## src/rrsd_pkg.sv

```systemverilog
// shared types and codes for the round-robin slice dispatcher
// no dependencies; imported by the cell, the top level and the checker
package rrsd_pkg;

   localparam int ID_WIDTH   = 22;
   localparam int BURST_WIDTH = 16;
   localparam int QUANT_WIDTH = 16;
   localparam int COUNT_WIDTH = 7;

   typedef enum logic [1:0] {
      OP_LOAD  = 2'd0,
      OP_STEP  = 2'd1,
      OP_CLEAR = 2'd2
   } op_type;

   typedef enum logic [2:0] {
      ST_LOADED  = 3'd0,
      ST_SLICE   = 3'd1,
      ST_EMPTY   = 3'd2,
      ST_FULL    = 3'd3,
      ST_CLEARED = 3'd4
   } status_type;

   typedef struct packed {
      logic [1:0]             op;
      logic [ID_WIDTH-1:0]    job_id;
      logic [BURST_WIDTH-1:0] burst_len;
   } req_type;

   typedef struct packed {
      logic [2:0]             status;
      logic [ID_WIDTH-1:0]    ran_id;
      logic [BURST_WIDTH-1:0] slice_time;
      logic [BURST_WIDTH-1:0] time_left;
      logic                   retired;
      logic [COUNT_WIDTH-1:0] jobs_waiting;
   } rsp_type;

   // per-cell control: shift toward the head, or take the write data
   typedef struct packed {
      logic shift;
      logic load;
   } cell_ctrl_type;

endpackage

```

## src/rrsd_cell.sv

```systemverilog
// one slot of the ready queue: holds a job and takes its neighbor's job on a shift
// depends on rrsd_pkg
module rrsd_cell import rrsd_pkg::*; #(
   parameter int DATA_WIDTH = 38
) (
   input  logic                  clock,
   input  cell_ctrl_type         ctrl,
   input  logic [DATA_WIDTH-1:0] load_data,
   input  logic [DATA_WIDTH-1:0] next_data,
   output logic [DATA_WIDTH-1:0] data
);

   logic [DATA_WIDTH-1:0] data_ff;
   logic [DATA_WIDTH-1:0] data_in;

   // a write wins over the shift so the requeued job lands at the new tail
   always_comb begin
      data_in = data_ff;
      if (ctrl.load) begin
         data_in = load_data;
      end else if (ctrl.shift) begin
         data_in = next_data;
      end
   end

   always_ff @(posedge clock) begin
      data_ff <= data_in;
   end

   assign data = data_ff;

endmodule

```

## src/round_robin_slice_dispatcher_unit.sv

```systemverilog
// round-robin time-slice dispatcher top level: control, occupancy and the cell row
// depends on rrsd_pkg and rrsd_cell
//
//   channel   ports                          direction   handshake
//   request   start, busy, req_payload       in          start & !busy
//   response  rsp_strobe, rsp_payload        out         one-cycle strobe
//   csr       csr_wr_en, csr_wr_data         in          write on csr_wr_en
//
// each accepted request is registered into req_ff; from req_ff the cell row is
// updated and the response is registered, shown for one cycle.
// busy is high for the one cycle between; the head job is always cell 0.
// reset clears occupancy, busy and strobe and sets the quantum to 4;
// cell contents are not cleared. the response side never stalls.
module round_robin_slice_dispatcher_unit import rrsd_pkg::*; #(
   parameter int QUEUE_DEPTH = 64,
   parameter int TIME_WIDTH  = 16
) (
   input  logic                   clock,
   input  logic                   reset,
   input  logic                   start,
   output logic                   busy,
   input  req_type                req_payload,
   output logic                   rsp_strobe,
   output rsp_type                rsp_payload,
   input  logic                   csr_wr_en,
   input  logic [QUANT_WIDTH-1:0] csr_wr_data
);

   localparam int SLOT_W = (QUEUE_DEPTH > 1) ? $clog2(QUEUE_DEPTH) : 1;
   localparam int OCC_W  = $clog2(QUEUE_DEPTH + 1);
   localparam int DATA_W = ID_WIDTH + TIME_WIDTH;
   localparam int CMP_W  = (TIME_WIDTH > QUANT_WIDTH) ? TIME_WIDTH : QUANT_WIDTH;

   logic                   busy_ff, busy_in;
   logic                   rsp_strobe_ff, rsp_strobe_in;
   rsp_type                rsp_ff, rsp_in;
   req_type                req_ff, req_in;
   logic [OCC_W-1:0]       occ_ff, occ_in;
   logic [QUANT_WIDTH-1:0] quantum_ff, quantum_in;

   logic [DATA_W-1:0]      cell_data [QUEUE_DEPTH];
   logic [DATA_W-1:0]      wr_data;
   logic                   wr_en;
   logic                   shift_en;
   logic [SLOT_W-1:0]      wr_slot;
   logic [ID_WIDTH-1:0]    head_id;
   logic [TIME_WIDTH-1:0]  head_time;
   logic [CMP_W-1:0]       run_ext;
   logic [TIME_WIDTH-1:0]  rem_after;
   logic [OCC_W-1:0]       occ_m1;
   logic                   accept;

   assign accept    = start && !busy_ff;
   assign head_id   = cell_data[0][DATA_W-1:TIME_WIDTH];
   assign head_time = cell_data[0][TIME_WIDTH-1:0];
   assign occ_m1    = occ_ff - OCC_W'(1);

   // slice length is min(quantum, remaining)
   always_comb begin
      if (CMP_W'(quantum_ff) < CMP_W'(head_time)) begin
         run_ext = CMP_W'(quantum_ff);
      end else begin
         run_ext = CMP_W'(head_time);
      end
      rem_after = head_time - TIME_WIDTH'(run_ext);
   end

   // control, queue update and response
   always_comb begin
      busy_in       = busy_ff;
      rsp_strobe_in = 1'b0;
      rsp_in        = rsp_ff;
      req_in        = req_ff;
      occ_in        = occ_ff;
      quantum_in    = quantum_ff;
      wr_en         = 1'b0;
      shift_en      = 1'b0;
      wr_slot       = occ_ff[SLOT_W-1:0];
      wr_data       = {req_ff.job_id, TIME_WIDTH'(req_ff.burst_len)};

      if (csr_wr_en) begin
         quantum_in = csr_wr_data;
      end

      if (accept) begin
         req_in  = req_payload;
         busy_in = 1'b1;
      end

      if (busy_ff) begin
         busy_in             = 1'b0;
         rsp_strobe_in       = 1'b1;
         rsp_in.ran_id       = '0;
         rsp_in.slice_time   = '0;
         rsp_in.time_left    = '0;
         rsp_in.retired      = 1'b0;
         case (req_ff.op)
            OP_LOAD: begin
               if (occ_ff == OCC_W'(QUEUE_DEPTH)) begin
                  rsp_in.status = ST_FULL;
               end else begin
                  wr_en         = 1'b1;
                  occ_in        = occ_ff + OCC_W'(1);
                  rsp_in.status = ST_LOADED;
               end
            end
            OP_STEP: begin
               if (occ_ff == '0) begin
                  rsp_in.status = ST_EMPTY;
               end else begin
                  shift_en          = 1'b1;
                  rsp_in.status     = ST_SLICE;
                  rsp_in.ran_id     = head_id;
                  rsp_in.slice_time = BURST_WIDTH'(run_ext);
                  rsp_in.time_left  = BURST_WIDTH'(rem_after);
                  wr_data           = {head_id, rem_after};
                  wr_slot           = occ_m1[SLOT_W-1:0];
                  if (rem_after != '0) begin
                     wr_en = 1'b1;
                  end else begin
                     rsp_in.retired = 1'b1;
                     occ_in         = occ_m1;
                  end
               end
            end
            default: begin
               // clear, including the unused fourth op code
               occ_in        = '0;
               rsp_in.status = ST_CLEARED;
            end
         endcase
         rsp_in.jobs_waiting = COUNT_WIDTH'(occ_in);
      end
   end

   always_ff @(posedge clock) begin
      if (reset) begin
         busy_ff       <= 1'b0;
         rsp_strobe_ff <= 1'b0;
         occ_ff        <= '0;
         quantum_ff    <= QUANT_WIDTH'(4);
      end else begin
         busy_ff       <= busy_in;
         rsp_strobe_ff <= rsp_strobe_in;
         occ_ff        <= occ_in;
         quantum_ff    <= quantum_in;
      end
   end

   always_ff @(posedge clock) begin
      req_ff <= req_in;
      rsp_ff <= rsp_in;
   end

   // cell 0 is the head; a shift moves each job down, the last cell takes wr_data
   for (genvar i = 0; i < QUEUE_DEPTH; i++) begin : g_cell
      cell_ctrl_type     ctrl;
      logic [DATA_W-1:0] next_data;

      assign ctrl.shift = shift_en;
      assign ctrl.load  = wr_en && (wr_slot == SLOT_W'(i));

      if (i < QUEUE_DEPTH - 1) begin : g_mid
         assign next_data = cell_data[i+1];
      end else begin : g_last
         assign next_data = wr_data;
      end

      rrsd_cell #(
         .DATA_WIDTH(DATA_W)
      ) u_cell (
         .clock     (clock),
         .ctrl      (ctrl),
         .load_data (wr_data),
         .next_data (next_data),
         .data      (cell_data[i])
      );
   end

   assign busy        = busy_ff;
   assign rsp_strobe  = rsp_strobe_ff;
   assign rsp_payload = rsp_ff;

endmodule

```

## config.mk

```make
export PLATFORM = sky130hd
export DESIGN_NAME = round_robin_slice_dispatcher_unit
export DESIGN_NICKNAME = d
export VERILOG_FILES = /design/src/rrsd_pkg.sv /design/src/rrsd_cell.sv /design/src/round_robin_slice_dispatcher_unit.sv
export SDC_FILE = /design/constraint.sdc
export NUM_CORES = 2
export LEC_CHECK = 0
export BUFFER_PORTS_ARGS = -buffer_cell sky130_fd_sc_hd__buf_2
export CAP_MARGIN = 20
export CORE_MARGIN = 5
export CORE_UTILIZATION = 40
export CTS_CLUSTER_SIZE = 8
export DETAILED_ROUTE_END_ITERATION = 16
export PLACE_DENSITY = 0.63
export SETUP_SLACK_MARGIN = 0.05
export SYNTH_ARGS = -nofsm -noshare
export SYNTH_HDL_FRONTEND = slang
export SYNTH_HIERARCHICAL = 1
export SYNTH_SLANG_ARGS = --single-unit
export TNS_END_PERCENT = 1
```

## constraint.sdc

```tcl
create_clock -name clock -period 6.6 [get_ports clock]
set_input_delay 0.66 -clock clock [delete_from_list [all_inputs] [get_ports clock]]
set_output_delay 0.66 -clock clock [all_outputs]
set_load 0.05 [all_outputs]
```

Word-level counts from Yosys, hierarchy flattened
Cells that the tools add are included.
{"block": "word_totals", "register_bits": 2562, "in_bits": 60, "output_inout_bits": 67, "elab_cells": 436}
{"block": "classes", "add_sub_neg": 3, "n_lt_le_gt_ge": 1, "n_eq_ne": 65, "muxes": 153, "bitwise_logic": 1, "reduce_logical": 136}
{"operator": "38-bit two-way mux", "n": 131}
{"operator": "6-bit equality test (second input constant)", "n": 32}
{"operator": "2-bit nonzero test", "n": 64}
{"operator": "6-bit by 5-bit equality test with 1-bit output (second input constant)", "n": 16}
{"operator": "1-bit logical AND", "n": 65}
{"operator": "6-bit by 4-bit equality test with 1-bit output (second input constant)", "n": 8}
{"operator": "6-bit by 3-bit equality test with 1-bit output (second input constant)", "n": 4}
{"operator": "7-bit two-way mux", "n": 3}
{"operator": "6-bit two-way mux", "n": 3}
{"operator": "16-bit less-than comparator", "n": 1}
{"operator": "16-bit two-way mux", "n": 1}
{"operator": "16-bit nonzero test", "n": 1}
{"operator": "16-bit subtractor", "n": 1}
{"operator": "7-bit one-hot mux with 2 select lines", "n": 1}
{"operator": "6-bit by 2-bit equality test with 1-bit output (second input constant)", "n": 2}
{"operator": "1-bit two-way mux", "n": 10}
{"operator": "7-bit by 1-bit adder with 7-bit output (second input constant)", "n": 1}
{"operator": "7-bit equality test (second input constant)", "n": 1}
{"operator": "7-bit logical NOT", "n": 1}
{"operator": "7-bit by 1-bit subtractor with 7-bit output (second input constant)", "n": 1}
{"operator": "6-bit by 1-bit equality test with 1-bit output (second input constant)", "n": 1}
{"operator": "6-bit logical NOT", "n": 1}
{"operator": "3-bit one-hot mux with 2 select lines", "n": 1}
{"operator": "2-bit two-way mux", "n": 2}
{"operator": "6 further kinds", "n": 7}

Logic depth before layout (Yosys ltp)
{"block": "logic_depth", "depth_word": 10, "mapped_depth": 28, "ltp_nobuf": 21}

Cells and area by module
Netlist, hierarchy kept.
{"module": "rrsd_cell", "instances": 64, "cells_each": 81, "area_per_inst_um2": 1646.6, "seq_area_each_um2": 1141.1}
{"module": "round_robin_slice_dispatcher_unit", "instances": 1, "cells_each": 831, "area_per_inst_um2": 8052.7, "seq_area_each_um2": 3653.5}

Worst setup path before layout
Ideal clock, no wire load.
{"block": "synth_path", "path_type": "register to register", "from": "register g_cell[0].u_cell.data_ff[15]", "to": "register g_cell[63].u_cell.data_ff[7], data pin", "setup_time_ps": 153, "arrival_time_ps": 6838, "required_time_ps": 6447, "path_slack_ps": -391, "path_stages_with_launch": 22, "path_buffers": 4, "synth_period_minus_slack_ps": 6991, "path_cell_list": "edfxtp_1 inv_1 ha_1 nand4_2 or3_1 or4_4 and3_1 buf_6 buf_8 buf_6 clkbuf_1 nand2_1 o21ai_0 ha_1 inv_1 a21o_1 o211ai_1 a21oi_1 mux2i_1 nand2_1 o21ai_0 mux2_2"}
{"block": "synth_via", "elab_cells_between_ends": 14, "cone_classes": "add/sub (1); order compare (1); mux (10); reduce/logical (2)"}
{"element": "start: declaration", "line": "rrsd_cell.sv:13", "source": "logic [DATA_WIDTH-1:0] data_ff;"}
{"element": "start signal: assignment", "line": "rrsd_cell.sv:27", "source": "data_ff <= data_in;"}
{"element": "16-bit less-than comparator (*)", "line": "round_robin_slice_dispatcher_unit.sv:60", "source": "if (CMP_W'(quantum_ff) < CMP_W'(head_time)) begin"}
{"element": "16-bit two-way mux (*)", "line": "round_robin_slice_dispatcher_unit.sv:60"}
{"element": "named net run_ext[0]", "line": "round_robin_slice_dispatcher_unit.sv:48", "source": "logic [CMP_W-1:0] run_ext;"}
{"element": "16-bit subtractor (*)", "line": "round_robin_slice_dispatcher_unit.sv:65", "source": "rem_after = head_time - TIME_WIDTH'(run_ext);"}
{"element": "38-bit two-way mux (*)", "line": "round_robin_slice_dispatcher_unit.sv:108", "source": "if (occ_ff == '0) begin"}
{"element": "38-bit two-way mux (*)", "line": "round_robin_slice_dispatcher_unit.sv:97", "source": "case (req_ff.op)"}
{"element": "38-bit two-way mux (*)", "line": "round_robin_slice_dispatcher_unit.sv:90", "source": "if (busy_ff) begin"}
{"element": "named net g_cell[63].next_data[7]", "line": "round_robin_slice_dispatcher_unit.sv:158", "source": "logic [DATA_W-1:0] next_data;"}
{"element": "38-bit two-way mux", "line": "rrsd_cell.sv:21", "source": "end else if (ctrl.shift) begin"}
{"element": "38-bit two-way mux (*)", "line": "rrsd_cell.sv:19", "source": "if (ctrl.load) begin"}
{"element": "named net g_cell[63].u_cell.data_in[7]", "line": "rrsd_cell.sv:14", "source": "logic [DATA_WIDTH-1:0] data_in;"}
{"element": "end signal: assignment", "line": "rrsd_cell.sv:27"}
{"element": "end: declaration", "line": "rrsd_cell.sv:13"}
The timed path passes the listed nets; every way through them passes the cells marked *. The select of a mux whose other input is x is not followed.
A chain may end at the register's enable or synchronous reset.

==> reports/results.tsv <==
stage	metric	value	unit
route	drt first-iter violations	4712	
place	RePlAce Congestion	0.849	
worst_setup_path	CP Launch Type	flip-flop	
worst_setup_path	CP max stage delay	500	ps
power_and_ir_drop	Static Leak	43.6	nW
sta	worst rel slew slack	25.1	%
place	placed cell areas	0.122	sq mm
synth	ys flop type	edfxtp_1	
status	run status	completed	
floorplanning	io pins	127	
floorplanning	Starting Density	40.2	%
synth	Syn Area/Cell	18.9	sq um
sta	slew of the pin with the lowest slew margin	1120	ps
finish	P&R area growth vs syn	16.0	%
synth	adder-cell area share of the yosys netlist	0.309	%
clocking	CTS buffer count	363	
synth	largest family of logic cells by synthesized area	multiplexers	
run	total of max-cap violations	0	
sta	Final Setup Violations	0	
synth	Synth Warn #	6	
synth	post-synth top area cell	edfxtp_1	
floorplanning	Die H	543	um
power_and_ir_drop	P per Cell Area	269	mW/mm^2
clocking	CTS root buf	clkbuf_16	
synth	Commonest cells post-synth	edfxtp_1, mux2_2, mux2_4	
route	vias	55097	
worst_setup_path	largest fanout on the critical path	32	
clocking	CTS tree	built	
clocking	clock buffer depth	4	
synth	Yosys cell types	94	
route	post-route antenna net violation count	0	
route	wire per inst	23.7	um
finish	Filler Cells Inserted	23234	
floorplanning	FP Rows	195	
global_routing	vias in the first global route	57210	
synth	share of the synthesized area in the top cell type	67.2	%
clocking	H-tree levels	5	
synth	Synth Cell Area	0.113	sq mm
finish	post-route cell area	0.132	sq mm
floorplanning	CORE AREA	0.282	sq mm
route	routed vias/inst	5.29	
sta	Fin. Hold Viols	0	
synth	Async SR Flop Fraction	0	%
worst_setup_path	Worst Setup End Kind	flip-flop	
global_routing	initial antenna violation count	20	
clocking	Worst-Skew Late Latency	840	ps
synth	Post-Syn Nets	6100	
place	IO Port Bufs	126	
floorplanning	Die W	543	um
synth	Synth Area in Compound Gates	0.968	%
power_and_ir_drop	Peak VDD IR	198	uV
finish	share of layout cells above drive strength 1	52.2	%
synth	number of synthesized flops with an enable pin	2537	
floorplanning	DIE AREA	0.294	sq mm
global_routing	GRT Resource Usage Total	16.4	%
sta	maximum clock rate	0.158	GHz
synth	flops & latches, synth	2562	
route	Residual DRC	0	
synth	mux share of post-synthesis cell area	26.5	%
worst_hold_path	Hold Path Class	in2reg	
sta	Final Cycle Share	96.1	%
synth	XOR/XNOR Fraction of Synth Area	0.147	%
global_routing	pin count of the biggest net entering global routing	66	
finish	post-layout net count	6705	
worst_setup_path	slowest CP cell	o41ai_2	
clocking	Sink Count	2562	
synth	Syn Inst Count	6015	
sta	max-slew violations	0	
global_routing	global route overflow	0	
worst_setup_path	CP Class	reg2reg	
finish	Finished Layout Cells	10419	
worst_setup_path	CP required	7150	ps
place	HPWL Detailed	148	mm
sta	clk_skew	52.6	ps
synth	top-count cell post-synth	edfxtp_1	
place	placed cells	9956	
sta	fin crit period	6340	ps
synth	post-synthesis sequential area ratio	67.6	%
route	drt total wl	247	mm
clocking	register clock-pin slew on the reported worst setup and hold paths	50	ps
sta	RSZ-0062 raised after global routing	yes	
route	drt first pass iters	7	
worst_setup_path	CP Data Arrival Time	6890	ps
synth	Post-Synth Simple-Gate Area	2.00	%
synth	ranking of synthesized cells by area	edfxtp_1, mux2_2, mux2_4, buf_6, buf_4	
global_routing	first-pass GRT wire length	372	mm
## path summary, 6_finish.rpt
path | from | endpoint | slack [ps] | cells past startpoint
setup reg to reg | quantum_ff[14] | g_cell[62].u_cell/data[26] | 260 | 25
hold reg to reg | g_cell[47].u_cell/data[17] | g_cell[46].u_cell/data[17] | 500 | 1
setup / recovery | quantum_ff[14] | g_cell[62].u_cell/data[26] | 260 | 25
hold / removal | csr_wr_data[1] | quantum_ff[1] | 70 | 3
## cells in the final DEF, fill, tap and decap left out, types with 26 or more instances in the layout
cell and count:
dlygate4sd3_1 40, or2_1 64, edfxtp_1 2537, mux2_4 598
clkbuf_1 28, nor3_2 45, buf_2 126, buf_12 161
mux2_2 1857, clkbuf_16 366, and3_1 26, nor2_1 70
buf_4 219, nand2_1 88, inv_1 27, a21oi_1 42
## cell families (layout without fill, tap and decap cells)
logic type / count (synthesis) / in the layout
adder cells (fa/ha/maj): 28 / 28
other: 0 / 5
flip-flops: 2562 / 2562
buffers and inverters: 337 / 993
AND/OR/NAND/NOR: 433 / 433
multiplexers: 2478 / 2478
XOR/XNOR: 19 / 19
AO/OA/AOI/OAI: 158 / 158
## worst max-delay path, delay by kind of cell, from the launching register on
kind	cells	cell delay, ps
simple gates	7	1630
buf+inv	8	1420
compound gates	6	1360
fa+ha+maj	2	640
mux	2	570
flops	1	380
## per-layer routing
metal | part of all wire, % | global-route usage (%) | up-vias
li1 | - | - | 24678
met5 | 0 | 0 | -
met1 | 46 | 23.7 | 28251
met4 | 2.7 | 4.69 | 0
met3 | 6.6 | 3.07 | 397
met2 | 45 | 25.3 | 1771
## state kept, by name, indices dropped and copies added, names as in the netlist
name                flops
req_ff                 40
g_cell.u_cell/data   2432
busy                    1
rsp_payload            65
rsp_strobe              1
occ_ff                  7
quantum_ff             16
## layout make-up
cell class	instances	area [sq um]	area share [%]
flip-flops and latches	2562	76700	58.3
clock buffers	395	9280	7.05
diodes	5	12.5	0.00951
inverters	28	108	0.0818
clock inverters	21	245	0.186
multi-input cells	3116	34700	26.3
well taps	3743	4680	3.56
repair buffers	549	5930	4.50
## through the flow
step	hold WS (ps)	power (mW)	setup TNS [ps]	util, %	worst slack [ps]
after floorplan	484	18.9	-267210	-	-376
after global placement	528	19.6	-3680	43.1	-139
after detailed placement	532	19.6	0	43.1	14.2
after CTS	6.88	35.8	0	46.6	36.8
after global routing	31.1	36.6	0	46.6	25.5
final	68.7	35.5	0	46.6	260
## repair_timing
action                     4_1_cts  5_1_grt
resized for setup                1       16
gates cloned                     0        0
hold endpoints to repair        40        0
setup endpoints to repair       30     2008
buffers inserted                 0        1
hold buffers                    40        0
pin swaps                        0        4
## power breakdown
group          internal [mW]  switching [mW]
clock network           9.77            6.37
logic                  0.388           0.962
registers               17.9          0.0674
No activity file was read; power rests on OpenSTA's default activity.
